[config.mk]
export PLATFORM = sky130hd
export DESIGN_NAME = sca_ctrl
export DESIGN_NICKNAME = d
export VERILOG_FILES = /design/src/rtl/core/sca_pkg.sv /design/src/rtl/core/sca_ctrl.sv
export SDC_FILE = /design/constraint.sdc
export NUM_CORES = 1
export LEC_CHECK = 0
export BUFFER_PORTS_ARGS = -buffer_cell sky130_fd_sc_hd__buf_4
export CAP_MARGIN = 20
export CORE_ASPECT_RATIO = 0.6
export CORE_MARGIN = 1
export CORE_UTILIZATION = 40
export DETAILED_ROUTE_END_ITERATION = 10
export GPL_TIMING_DRIVEN = 0
export PLACE_DENSITY_LB_ADDON = 0.15
export SYNTH_ARGS = -nofsm -noshare
export SYNTH_HDL_FRONTEND = slang
export SYNTH_SLANG_ARGS = --single-unit
[constraint.sdc]
create_clock -name clk -period 1.84 [get_ports clk]
set_input_delay 0.092 -clock clk [delete_from_list [all_inputs] [get_ports clk]]
set_output_delay 0.092 -clock clk [all_outputs]
set_load 0.1 [all_outputs]
[src/rtl/core/sca_pkg.sv]
// Shared constants, codes and types of the slab class allocator.
// Used by sca_ctrl, sca_dp and slab_class_allocator; no dependencies.
package sca_pkg;

    localparam int NUM_CLASSES      = 64;
    localparam int FREE_STACK_DEPTH = 256;
    localparam int ALIGN_BYTES      = 8;
    localparam int ADDR_BITS        = 24;

    localparam int CLS_W      = $clog2(NUM_CLASSES);
    localparam int TOP_W      = $clog2(FREE_STACK_DEPTH + 1);
    localparam int SLOT_W     = $clog2(FREE_STACK_DEPTH);
    localparam int STK_AW     = CLS_W + SLOT_W;
    localparam int STK_DEPTH  = NUM_CLASSES * FREE_STACK_DEPTH;

    localparam int CMD_W      = 2;
    localparam int SIZE_W     = 21;
    localparam int GROW_W     = 11;
    localparam int LIMIT_W    = 25;
    localparam int FIXED_W    = 16;
    localparam int STATUS_W   = 3;
    localparam int REQB_W     = 32;
    localparam int CFG_W      = 25;
    localparam int CFG_IDX_W  = 3;
    localparam int Q_FRAC     = 8;

    localparam int CHUNK_W    = SIZE_W + 1;
    localparam int PER_W      = SIZE_W;
    localparam int SLABS_W    = 16;
    localparam int SIZE_REG_W = SIZE_W + GROW_W - Q_FRAC + 1;
    localparam int PROD_W     = SIZE_REG_W + PER_W;
    localparam int SUM_W      = CHUNK_W + PER_W + CLS_W + 1;
    localparam int ARENA_W    = ADDR_BITS + 1;
    localparam int DIV_STEPS  = SIZE_W;
    localparam int DIV_CNT_W  = $clog2(DIV_STEPS + 1);

    localparam logic [ARENA_W-1:0] ARENA_CAP = ARENA_W'(1) << ADDR_BITS;
    localparam logic [SLABS_W-1:0] SLABS_MAX = '1;

    localparam logic [CMD_W-1:0] CMD_LOOKUP = 2'd0;
    localparam logic [CMD_W-1:0] CMD_ALLOC  = 2'd1;
    localparam logic [CMD_W-1:0] CMD_FREE   = 2'd2;

    localparam logic [STATUS_W-1:0] STAT_OK         = 3'd0;
    localparam logic [STATUS_W-1:0] STAT_BAD_CLASS  = 3'd1;
    localparam logic [STATUS_W-1:0] STAT_NO_MEM     = 3'd2;
    localparam logic [STATUS_W-1:0] STAT_STACK_FULL = 3'd3;
    localparam logic [STATUS_W-1:0] STAT_UNFIT      = 3'd4;

    localparam logic [CFG_IDX_W-1:0] CFG_BASE  = 3'd0;
    localparam logic [CFG_IDX_W-1:0] CFG_GROW  = 3'd1;
    localparam logic [CFG_IDX_W-1:0] CFG_MAX   = 3'd2;
    localparam logic [CFG_IDX_W-1:0] CFG_LIMIT = 3'd3;
    localparam logic [CFG_IDX_W-1:0] CFG_FIXED = 3'd4;

    localparam logic [SIZE_W-1:0]  RST_BASE  = 21'd48;
    localparam logic [GROW_W-1:0]  RST_GROW  = 11'd320;
    localparam logic [SIZE_W-1:0]  RST_MAX   = 21'd1048576;
    localparam logic [LIMIT_W-1:0] RST_LIMIT = '0;
    localparam logic [FIXED_W-1:0] RST_FIXED = '0;

    typedef enum logic [4:0] {
        OP_NONE,
        OP_B_INIT,
        OP_B_MUL,
        OP_B_ALIGN,
        OP_B_DIV,
        OP_B_WRITE,
        OP_B_NEXT,
        OP_B_LAST,
        OP_B_FIN,
        OP_ACCEPT,
        OP_L_READ,
        OP_L_STEP,
        OP_L_FAIL,
        OP_L_FOUND,
        OP_S_READ,
        OP_BAD,
        OP_A_PUSH,
        OP_A_FULL,
        OP_A_POP,
        OP_A_POPD,
        OP_A_PAGE,
        OP_A_MUL,
        OP_A_SLAB,
        OP_A_OOM,
        OP_EMIT
    } op_t;

    typedef struct packed {
        logic [CHUNK_W-1:0] chunk;
        logic [PER_W-1:0]   per;
    } class_entry_t;

    typedef struct packed {
        logic                 open;
        logic [ADDR_BITS-1:0] next;
        logic [PER_W-1:0]     left;
        logic [TOP_W-1:0]     top;
        logic [SLABS_W-1:0]   slabs;
        logic [REQB_W-1:0]    req;
    } class_state_t;

    typedef struct packed {
        logic             cfg_hit;
        logic [CMD_W-1:0] cmd;
        logic             size_zero;
        logic             bad_class;
        logic             more_classes;
        logic             use_fixed;
        logic             div_last;
        logic             lk_gt;
        logic             lk_last;
        logic             top_nz;
        logic             page_open;
        logic             slab_ok;
        logic             stack_full;
        logic             out_free;
    } dp_status_t;

    typedef struct packed {
        op_t  op;
        logic idle;
    } ctrl_cmd_t;

endpackage

[src/rtl/core/sca_ctrl.sv]
// Sequencer of the slab class allocator: class table build, lookup walk,
// allocate and free steps. Uses sca_pkg; drives the datapath sca_dp.
module sca_ctrl (
    input  logic                clk,
    input  logic                rst_n,
    input  logic                in_valid,
    input  sca_pkg::dp_status_t stat,
    output sca_pkg::ctrl_cmd_t  cmd
);

    typedef enum logic [17:0] {
        S_BINIT  = 18'h00001,
        S_BMUL   = 18'h00002,
        S_BTEST  = 18'h00004,
        S_BALIGN = 18'h00008,
        S_BDIV   = 18'h00010,
        S_BWRITE = 18'h00020,
        S_BNEXT  = 18'h00040,
        S_BLAST  = 18'h00080,
        S_BFIN   = 18'h00100,
        S_IDLE   = 18'h00200,
        S_DISP   = 18'h00400,
        S_LREAD  = 18'h00800,
        S_LCMP   = 18'h01000,
        S_LDONE  = 18'h02000,
        S_AEVAL  = 18'h04000,
        S_APOPD  = 18'h08000,
        S_ASLAB  = 18'h10000,
        S_EMIT   = 18'h20000
    } state_t;

    state_t        state_reg;
    state_t        state_next;
    sca_pkg::op_t  op;

    always_comb
    begin
        state_next = state_reg;
        op         = sca_pkg::OP_NONE;
        case (state_reg)
            S_BINIT:
            begin
                op         = sca_pkg::OP_B_INIT;
                state_next = S_BMUL;
            end
            S_BMUL:
            begin
                op         = sca_pkg::OP_B_MUL;
                state_next = S_BTEST;
            end
            S_BTEST:
            begin
                state_next = stat.more_classes ? S_BALIGN : S_BLAST;
            end
            S_BALIGN:
            begin
                op         = sca_pkg::OP_B_ALIGN;
                state_next = stat.use_fixed ? S_BWRITE : S_BDIV;
            end
            S_BDIV:
            begin
                op = sca_pkg::OP_B_DIV;
                if (stat.div_last)
                begin
                    state_next = S_BWRITE;
                end
            end
            S_BWRITE:
            begin
                op         = sca_pkg::OP_B_WRITE;
                state_next = S_BNEXT;
            end
            S_BNEXT:
            begin
                op         = sca_pkg::OP_B_NEXT;
                state_next = S_BMUL;
            end
            S_BLAST:
            begin
                op         = sca_pkg::OP_B_LAST;
                state_next = S_BFIN;
            end
            S_BFIN:
            begin
                op         = sca_pkg::OP_B_FIN;
                state_next = S_IDLE;
            end
            S_IDLE:
            begin
                if (in_valid)
                begin
                    op         = sca_pkg::OP_ACCEPT;
                    state_next = S_DISP;
                end
            end
            S_DISP:
            begin
                state_next = S_EMIT;
                if (stat.cmd == sca_pkg::CMD_LOOKUP)
                begin
                    if (stat.size_zero)
                    begin
                        op = sca_pkg::OP_L_FAIL;
                    end
                    else
                    begin
                        op         = sca_pkg::OP_L_READ;
                        state_next = S_LCMP;
                    end
                end
                else if (stat.cmd == sca_pkg::CMD_ALLOC || stat.cmd == sca_pkg::CMD_FREE)
                begin
                    if (stat.bad_class)
                    begin
                        op = sca_pkg::OP_BAD;
                    end
                    else
                    begin
                        op         = sca_pkg::OP_S_READ;
                        state_next = S_AEVAL;
                    end
                end
            end
            S_LREAD:
            begin
                op         = sca_pkg::OP_L_READ;
                state_next = S_LCMP;
            end
            S_LCMP:
            begin
                if (stat.lk_gt && stat.lk_last)
                begin
                    op         = sca_pkg::OP_L_FAIL;
                    state_next = S_EMIT;
                end
                else if (stat.lk_gt)
                begin
                    op         = sca_pkg::OP_L_STEP;
                    state_next = S_LREAD;
                end
                else
                begin
                    op         = sca_pkg::OP_S_READ;
                    state_next = S_LDONE;
                end
            end
            S_LDONE:
            begin
                op         = sca_pkg::OP_L_FOUND;
                state_next = S_EMIT;
            end
            S_AEVAL:
            begin
                state_next = S_EMIT;
                if (stat.cmd == sca_pkg::CMD_FREE)
                begin
                    op = stat.stack_full ? sca_pkg::OP_A_FULL : sca_pkg::OP_A_PUSH;
                end
                else if (stat.top_nz)
                begin
                    op         = sca_pkg::OP_A_POP;
                    state_next = S_APOPD;
                end
                else if (stat.page_open)
                begin
                    op = sca_pkg::OP_A_PAGE;
                end
                else
                begin
                    op         = sca_pkg::OP_A_MUL;
                    state_next = S_ASLAB;
                end
            end
            S_APOPD:
            begin
                op         = sca_pkg::OP_A_POPD;
                state_next = S_EMIT;
            end
            S_ASLAB:
            begin
                op         = stat.slab_ok ? sca_pkg::OP_A_SLAB : sca_pkg::OP_A_OOM;
                state_next = S_EMIT;
            end
            S_EMIT:
            begin
                if (stat.out_free)
                begin
                    op         = sca_pkg::OP_EMIT;
                    state_next = S_IDLE;
                end
            end
            default:
            begin
                state_next = S_BINIT;
            end
        endcase
        if (stat.cfg_hit)
        begin
            state_next = S_BINIT;
        end
    end

    always_ff @(posedge clk or negedge rst_n)
    begin
        if (!rst_n)
        begin
            state_reg <= S_BINIT;
        end
        else
        begin
            state_reg <= state_next;
        end
    end

    assign cmd.op   = op;
    assign cmd.idle = (state_reg == S_IDLE);

endmodule

After elaboration in Yosys (flattened, before gate mapping)
Index checks and enable logic that the tools add are counted.

storage, ports and cells
  word-level logic and storage cells = 60
  bits in writable memories = 0
  latch bits = 0
  bits in registers = 18
  memories = 0
  bits in read-only memories = 0

cells by class
  divide/modulo/power cells = 0
  muxes and demuxes = 30
  $add $sub $neg = 0
  reductions and logical operators = 6
  $lt $le $gt $ge = 0
  bitwise gates (word level) = 0
  shift-type cells = 0
  $mul = 0
  equal/unequal tests = 23

operators by type and width
  kind                                                                     number
  18-bit one-hot mux with 15 select lines                                  1
  18-bit 2-to-1 mux                                                        12
  5-bit one-hot mux with 17 select lines                                   1
  18-bit by 1-bit equality test with 1-bit output, second input constant   1
  18-bit by 10-bit equality test with 1-bit output, second input constant  1
  18-bit by 11-bit equality test with 1-bit output, second input constant  1
  18-bit by 12-bit equality test with 1-bit output, second input constant  1
  18-bit by 13-bit equality test with 1-bit output, second input constant  1
  18-bit by 14-bit equality test with 1-bit output, second input constant  1
  18-bit by 15-bit equality test with 1-bit output, second input constant  1
  18-bit by 16-bit equality test with 1-bit output, second input constant  1
  18-bit by 17-bit equality test with 1-bit output, second input constant  1
  18-bit equality test, second input constant                              1
  18-bit by 2-bit equality test with 1-bit output, second input constant   1
  18-bit by 3-bit equality test with 1-bit output, second input constant   1
  18-bit by 4-bit equality test with 1-bit output, second input constant   1
  18-bit by 5-bit equality test with 1-bit output, second input constant   1
  18-bit by 6-bit equality test with 1-bit output, second input constant   1
  18-bit by 7-bit equality test with 1-bit output, second input constant   1
  18-bit by 8-bit equality test with 1-bit output, second input constant   1
  18-bit by 9-bit equality test with 1-bit output, second input constant   1
  3-bit 2-to-1 mux                                                         5
  14-bit 2-to-1 mux                                                        1
  5-bit 2-to-1 mux                                                         2
  13 further kinds                                                         19

Logic depth before layout (Yosys ltp)
Gate-level depths: netlist (run 1).

  word-level depth = 6
  gate-level depth with buffers = 7
  gate-level depth less buffers = 7

Worst setup path before layout (run 1)
No wires, ideal clock.

  path kind = register to output
  start point = register state_reg[4]
  end point = output port cmd[4] (netlist name)
  buffers on the path = 0
  arrival time = 3.499 ns
  path slack = -1.751 ns
  cell stages (with the launch flop) = 6
  cell sequence = dfrtp_1 > nor4_4 > nand4_2 > nor4_4 > a221oi_1 > o2111ai_1

RTL lines
  element                 line             RTL
  from (decl)             sca_ctrl.sv:32   state_t state_reg;
  from (signal assigned)  sca_ctrl.sv:211  state_reg <= state_next;
  to (decl)               sca_ctrl.sv:8    output sca_pkg::ctrl_cmd_t cmd

==> metrics.csv, run 1 <==
stage;metric;value;unit
outcome;outcome;finished, violations left;
outcome;violations;negative setup slack;
detailed_routing;wl_per_cell;18.8;um
clocking;cts.htree.levels;1;
synth;yosysSeqAreaShare;32.6;%
timing;maxSlewViolCount;0;
timing;relSlewSlack;54.0;%
grt;grt_pass1_vias;1463;
synth;ys.flop_type;dfrtp_1;
floorplanning;die_width;78.0;um
timing;worst_pin_slew;690;ps
setup_path;critPathRequiredTime;1750;ps
floorplanning;core_region_area;3280;um2
layout;largest_register_ffs;18;
synth;synth-seq-cells;18;
pwr;p_per_area;516;nW/um2
setup_path;endpoint_kind;primary output;
timing;finClkSkew;4.93;ps
timing;setup_viol;13;
layout;diodes;0;
clocking;cts_buffers;3;
synth;synth_top_cell_area_share;30.7;%
pwr;p_sw;402;uW
floorplanning;die_area;3710;um2
detailed_routing;ant_nets;0;
pwr;peakVddDrop;0.312;mV
detailed_routing;firstDrtPassIters;4;
grt;grt_max_degree;19;
place;port-buffer-count;22;
detailed_routing;drt_iter0_markers;122;
detailed_routing;drt-vias-per-instance;5.84;
clocking;clk_pin_slew_worst_paths;70;ps
synth;synthesis.nets;176;
setup_path;worstPathArrival;2390;ps
grt;grt_pass1_wl;7310;um
timing;fmax;0.403;GHz
layout;drive_gt1_share;48.4;%
clocking;ctsRootBufferMaster;clkbuf_8;
place;gp_congestion;0.844;
pwr;clkPwrFrac;25.8;%
timing;holdWs;30.0;ps
setup_path;start_kind;flop;
pwr;combPwrFrac;37.3;%
layout;area_growth;61.0;%
synth;yosys.area.top_type;dfrtp_1;
synth;synth.area.top_cells;dfrtp_1, nor4_4, nor4_1, nand2b_1, nand4_1;
pwr;power.total;1.15;mW
layout;fin_cells;264;
synth;synth_top_cells_by_count;dfrtp_1, nor4_1, nand2b_1;
pwr;p_sw_share;34.9;%
synth;synthCells;155;
synth;syn_area_per_cell;8.94;um2
synth;ys_types;41;
place;dp_hpwl;3100;um
clocking;cts_buffer_depth;2;
clocking;cts_tree;built;
detailed_routing;routed-via-count;1542;
synth;syn_area;1390;um2
detailed_routing;wirelength;4970;um
layout;utilization;67.9;%
place;dp_cells;222;
setup_path;path_class;reg2out;
flow_run;cap_violations;0;
pwr;p_leak;0.910;nW
pwr;internal-power;748;uW
grt;grt_usage;27.3;%
clocking;clock_latency;260;ps
min_path;whs_path_depth;2;
min_path;hp-class;in2reg;
timing;timing.final.hold_violations;0;
floorplanning;io_pins;24;
pwr;p_seq_share;37.0;%
setup_path;path_max_fanout;5;
timing;fin_ws;-641;ps
layout;fin_nets;241;
synth;synthArstFlopShare;100;%
clocking;numClockSinks;18;
synth;synth_edf_count;0;
synth;yosysMostFrequentCell;dfrtp_1;
floorplanning;rows;16;
floorplanning;die_y;47.6;um
timing;final.period_utilization;135;%
timing;finalCriticalPeriod;2480;ps
detailed_routing;remaining_drc_errors;0;
synth;yosys_warnings;0;
timing;fin_tns_setup;-4340;ps
grt;grt.overflow.total;0;
floorplanning;start_util;42.2;%
grt;antenna_found_initial;0;
setup_path;reg2reg_depth;12;
timing;rsz0062_at_grt;yes;
path summary, 6_finish.rpt:
path | from | to | slack (ps)
worst max-delay path | state_reg[11] | cmd[1] | -640
worst min-delay path | stat[10] | state_reg[14] | 30
worst max register to register | state_reg[11] | state_reg[0] | -500
worst min register to register | state_reg[1] | state_reg[2] | 630
max in group asynchronous | rst_n | state_reg[0] | 1320
min in group asynchronous | rst_n | state_reg[4] | 250
stage by stage:
| stage | setup WS [ps] | area, um2 |
|---|---|---|
| after floorplan | -1500 | 1440 |
| after global placement | -752 | 1660 |
| after detailed placement | -759 | 1660 |
| after CTS | -674 | 2160 |
| after global routing | -722 | 2230 |
| final | -641 | 2230 |
final cells by class:
type / instances / area (um2)
buffer: 3 / 12.5
clock buffer: 4 / 45.0
fill: 245 / 1050
inverter: 9 / 33.8
multi-input combinational: 123 / 1070
sequential: 18 / 465
tap: 45 / 56.3
timing repair buffer: 62 / 551
cells by family (layout without fill, tap and decap cells):
family                     after synthesis  in the layout  synth area share, %
AOI/OAI and AO/OA                       27             27                 13.3
buffers and inverters                   14             78                 3.97
and+or+nand+nor                         88             88                 44.3
DFF                                     18             18                 32.6
adders and majority gates                3              3                 2.71
xor gates and xnor gates                 5              5                 3.16
routing by layer:
layer / wire length, um / vias to the layer above / global-route usage, %
li1: - / 723 / -
met4: 80 / 0 / 11.9
met5: 0 / - / 0
met2: 2290 / 78 / 46.5
met1: 2200 / 730 / 35.0
met3: 401 / 11 / 6.10
power by group through the flow:
stage                     clock, mW  combinational [mW]  sequential [mW]
after floorplan                   0               0.199            0.426
after global placement            0               0.285            0.429
after detailed placement          0               0.287            0.430
after CTS                     0.302               0.388            0.424
after global routing          0.325               0.451            0.426
final                         0.297               0.429            0.425
critical path, cell delays in order (launching register included):
cell and delay (ps):
dfrtp_2 450, nor4_4 270, buf_4 180, nand4_4 100, or3_4 390, or3_4 390, nand4_1 160, buf_12 190
placed cells by master, fill, tap and decap left out, types with 2 or more instances in the layout:
master / count
nand2b_1: 11
a21oi_1: 7
xnor2_1: 2
nand2_1: 8
nor2b_1: 5
a31oi_1: 2
clkbuf_8: 3
inv_1: 9
nor3_2: 3
clkbuf_1: 3
dfrtp_2: 11
a221oi_1: 3
nor2_1: 8
or3_4: 3
nor4_4: 9
buf_4: 51
dlygate4sd3_1: 3
o21ai_0: 3
nor3b_2: 2
xor2_1: 3
buf_6: 2
buf_12: 5
nand4_4: 2
ha_1: 3
nand4_1: 8
nor3_1: 7
nor3b_4: 2
nor4_1: 9
dfrtp_1: 6
timing repair:
| item | 4_1_cts | 5_1_grt |
|---|---|---|
| hold buffers | 2 | 1 |
| resized for setup | 44 | 9 |
| pin swaps | 19 | 4 |
| setup endpoints to repair | 20 | 20 |
| setup buffers | 32 | 5 |
| endpoints found under the hold margin | 19 | 1 |
Power figures use the tool's default switching activity.
==> inputs of run 2 (changes only) <==
Settings changed: PLACE_DENSITY_LB_ADDON 0.15 to not set.
==> metrics.csv, run 2 (same netlist as run 1, synthesis figures left out) <==
stage;metric;value;unit;change
clocking;ctsRootBufferMaster;clkbuf_8;;
grt;grt_pass1_vias;1415;;-3.3%
layout;area_growth;61.8;%;
setup_path;crit_end;cmd[1];;
grt;top_usage_layer;met2;;
detailed_routing;drt_iter0_markers;105;;-14%
place;dp_cells;222;;unchanged
pwr;p_per_area;511;nW/um2;-0.91%
floorplanning;die_width;78.0;um;unchanged
setup_path;critPathRequiredTime;1750;ps;about the same
floorplanning;core_region_area;3280;um2;unchanged
grt;grt.overflow.total;0;;unchanged
place;gp_congestion;0.880;;+4.3%
clocking;cts_tree;built;;
floorplanning;start_util;42.2;%;unchanged
grt;use_met1;36.7;%;+1.7 points
place;place_area;1660;um2;unchanged
grt;gr-usage-met2;44.4;%;-2.1 points
setup_path;path_class;reg2out;;
setup_path;start_kind;flop;;
timing;worst_pin_slew;665;ps;-25.7 ps
clocking;cts_buffer_depth;2;;unchanged
timing;rsz0062_at_grt;yes;;
setup_path;cp-startpoint;state_reg[2];;
layout;layout_commonest_cell;buf_4;;
layout;final_cell_mix;buf_4, nand2b_1, nor2_1, inv_1, dfrtp_2;;
detailed_routing;ant_nets;0;;unchanged
clocking;cts_buffers;3;;unchanged
detailed_routing;drt-vias-per-instance;6.07;;+4.0%
min_path;whs_path_depth;3;;+1
clocking;cts.htree.levels;1;;unchanged
grt;antenna_found_initial;0;;unchanged
layout;utilization;68.3;%;+0.34 points
timing;relSlewSlack;55.7;%;+1.7 points
detailed_routing;wl_per_cell;19.4;um;+3.0%
pwr;power.total;1.15;mW;-0.41%
grt;grt_max_degree;19;;unchanged
pwr;peakVddDrop;0.288;mV;-7.8%
min_path;hp-class;in2reg;;
grt;grt_usage;27.0;%;-0.30 points
outcome;outcome;finished, violations left;;
setup_path;path_max_fanout;3;;-2
setup_path;endpoint_kind;primary output;;
timing;finalCriticalPeriod;2520;ps;+36.8 ps
setup_path;reg2reg_depth;8;;-4
clocking;clock_latency;260;ps;about the same
place;dp_hpwl;3030;um;-2.5%
floorplanning;die_y;47.6;um;unchanged
layout;fin_cells;260;;-1.5%
layout;fin_nets;237;;-1.7%
place;pre_cts_ws;-787;ps;-28.5 ps
timing;timing.final.hold_violations;0;;unchanged
layout;design_area;2240;um2;+0.51%
setup_path;worstPathArrival;2430;ps;+40 ps
layout;diodes;0;;unchanged
place;port-buffer-count;22;;unchanged
layout;drive_gt1_share;49.3;%;+0.90 points
floorplanning;die_area;3710;um2;unchanged
grt;met3_usage;6.86;%;+0.76 points
detailed_routing;wirelength;5040;um;+1.4%
timing;finClkSkew;6.22;ps;+1.29 ps
setup_path;rrSetupSlack;-410;ps;+90 ps
outcome;violations;negative setup slack;;
detailed_routing;firstDrtPassIters;4;;unchanged
floorplanning;rows;16;;unchanged
flow_run;cap_violations;0;;unchanged
detailed_routing;remaining_drc_errors;0;;unchanged
timing;fin_tns_setup;-5590;ps;-1260 ps
detailed_routing;routed-via-count;1579;;+2.4%
timing;fmax;0.397;GHz;-1.5%
timing;maxSlewViolCount;0;;unchanged
floorplanning;io_pins;24;;unchanged
timing;setup_viol;18;;+5
setup_path;worst_r2r_startpoint;state_reg[2];;
clocking;numClockSinks;18;;unchanged
timing;final.period_utilization;137;%;+2.0 points
timing;fin_ws;-678;ps;-36.8 ps
setup_path;timing.rr.end;state_reg[0];;
clocking;clk_pin_slew_worst_paths;80;ps;about the same
grt;grt_pass1_wl;7220;um;-1.2%
pwr;p_leak;0.907;nW;-0.30%
timing;holdWs;79.4;ps;+49.4 ps
layout;largest_register_ffs;18;;unchanged
==> run 2: changes by cell type in the layout (fill, tap and decap cells not counted), moves of 2 or more <==
cell and delta:
nor4_2 +3, buf_4 -8, dfrtp_1 +2, nor2b_2 +2, buf_6 +3, nor3b_2 +2
nor4_1 -2, dfrtp_2 -2, nor2b_1 -2
==> run 2: critical path, cell delays in order (launching register included) <==
cell and delay, ps:
dfrtp_1 420, nor4_4 310, buf_4 200, nand4_4 110, or3_4 400, or3_4 350
nand4_1 170, buf_12 200
==> run 2: final cells by class <==
cell class | instances | area, um2
multi-input cells | 123 | 1090
fillers | 260 | 1040
plain buffers | 3 | 12.5
well taps | 45 | 56.3
inverters | 9 | 33.8
clock buffers | 4 | 45.0
repair buffers | 58 | 539
flip-flops and latches | 18 | 463
==> run 2: worst min-delay path by stage <==
stage / slack (ps) / to / from
floorplan: -200 / state_reg[10] / rst_n
global placement: -20 / state_reg[1] / rst_n
detailed placement: -20 / state_reg[1] / rst_n
CTS: 0.8 / state_reg[14] / stat[10]
global route: 80 / state_reg[5] / stat[8]
finish: 80 / state_reg[5] / stat[8]
==> run 2: metal layers <==
| metal | wire length (um) | up-vias |
|---|---|---|
| li1 | - | 715 |
| met1 | 2220 | 770 |
| met2 | 2280 | 84 |
| met3 | 476 | 10 |
| met4 | 77 | 0 |
| met5 | 0 | - |
==> run 2: where the power goes <==
part,internal (mW),switching (mW)
clock,0.154,0.146
combinational,0.180,0.240
sequential,0.407,0.0176
==> run 2: timing repair <==
item                                    in CTS  in global routing
endpoints found under the setup margin      20                 22
pin swaps                                   11                 18
hold buffers                                 3                  1
hold endpoints to repair                    20                  1
gates resized for setup                     42                 18
setup buffers                               25                  7
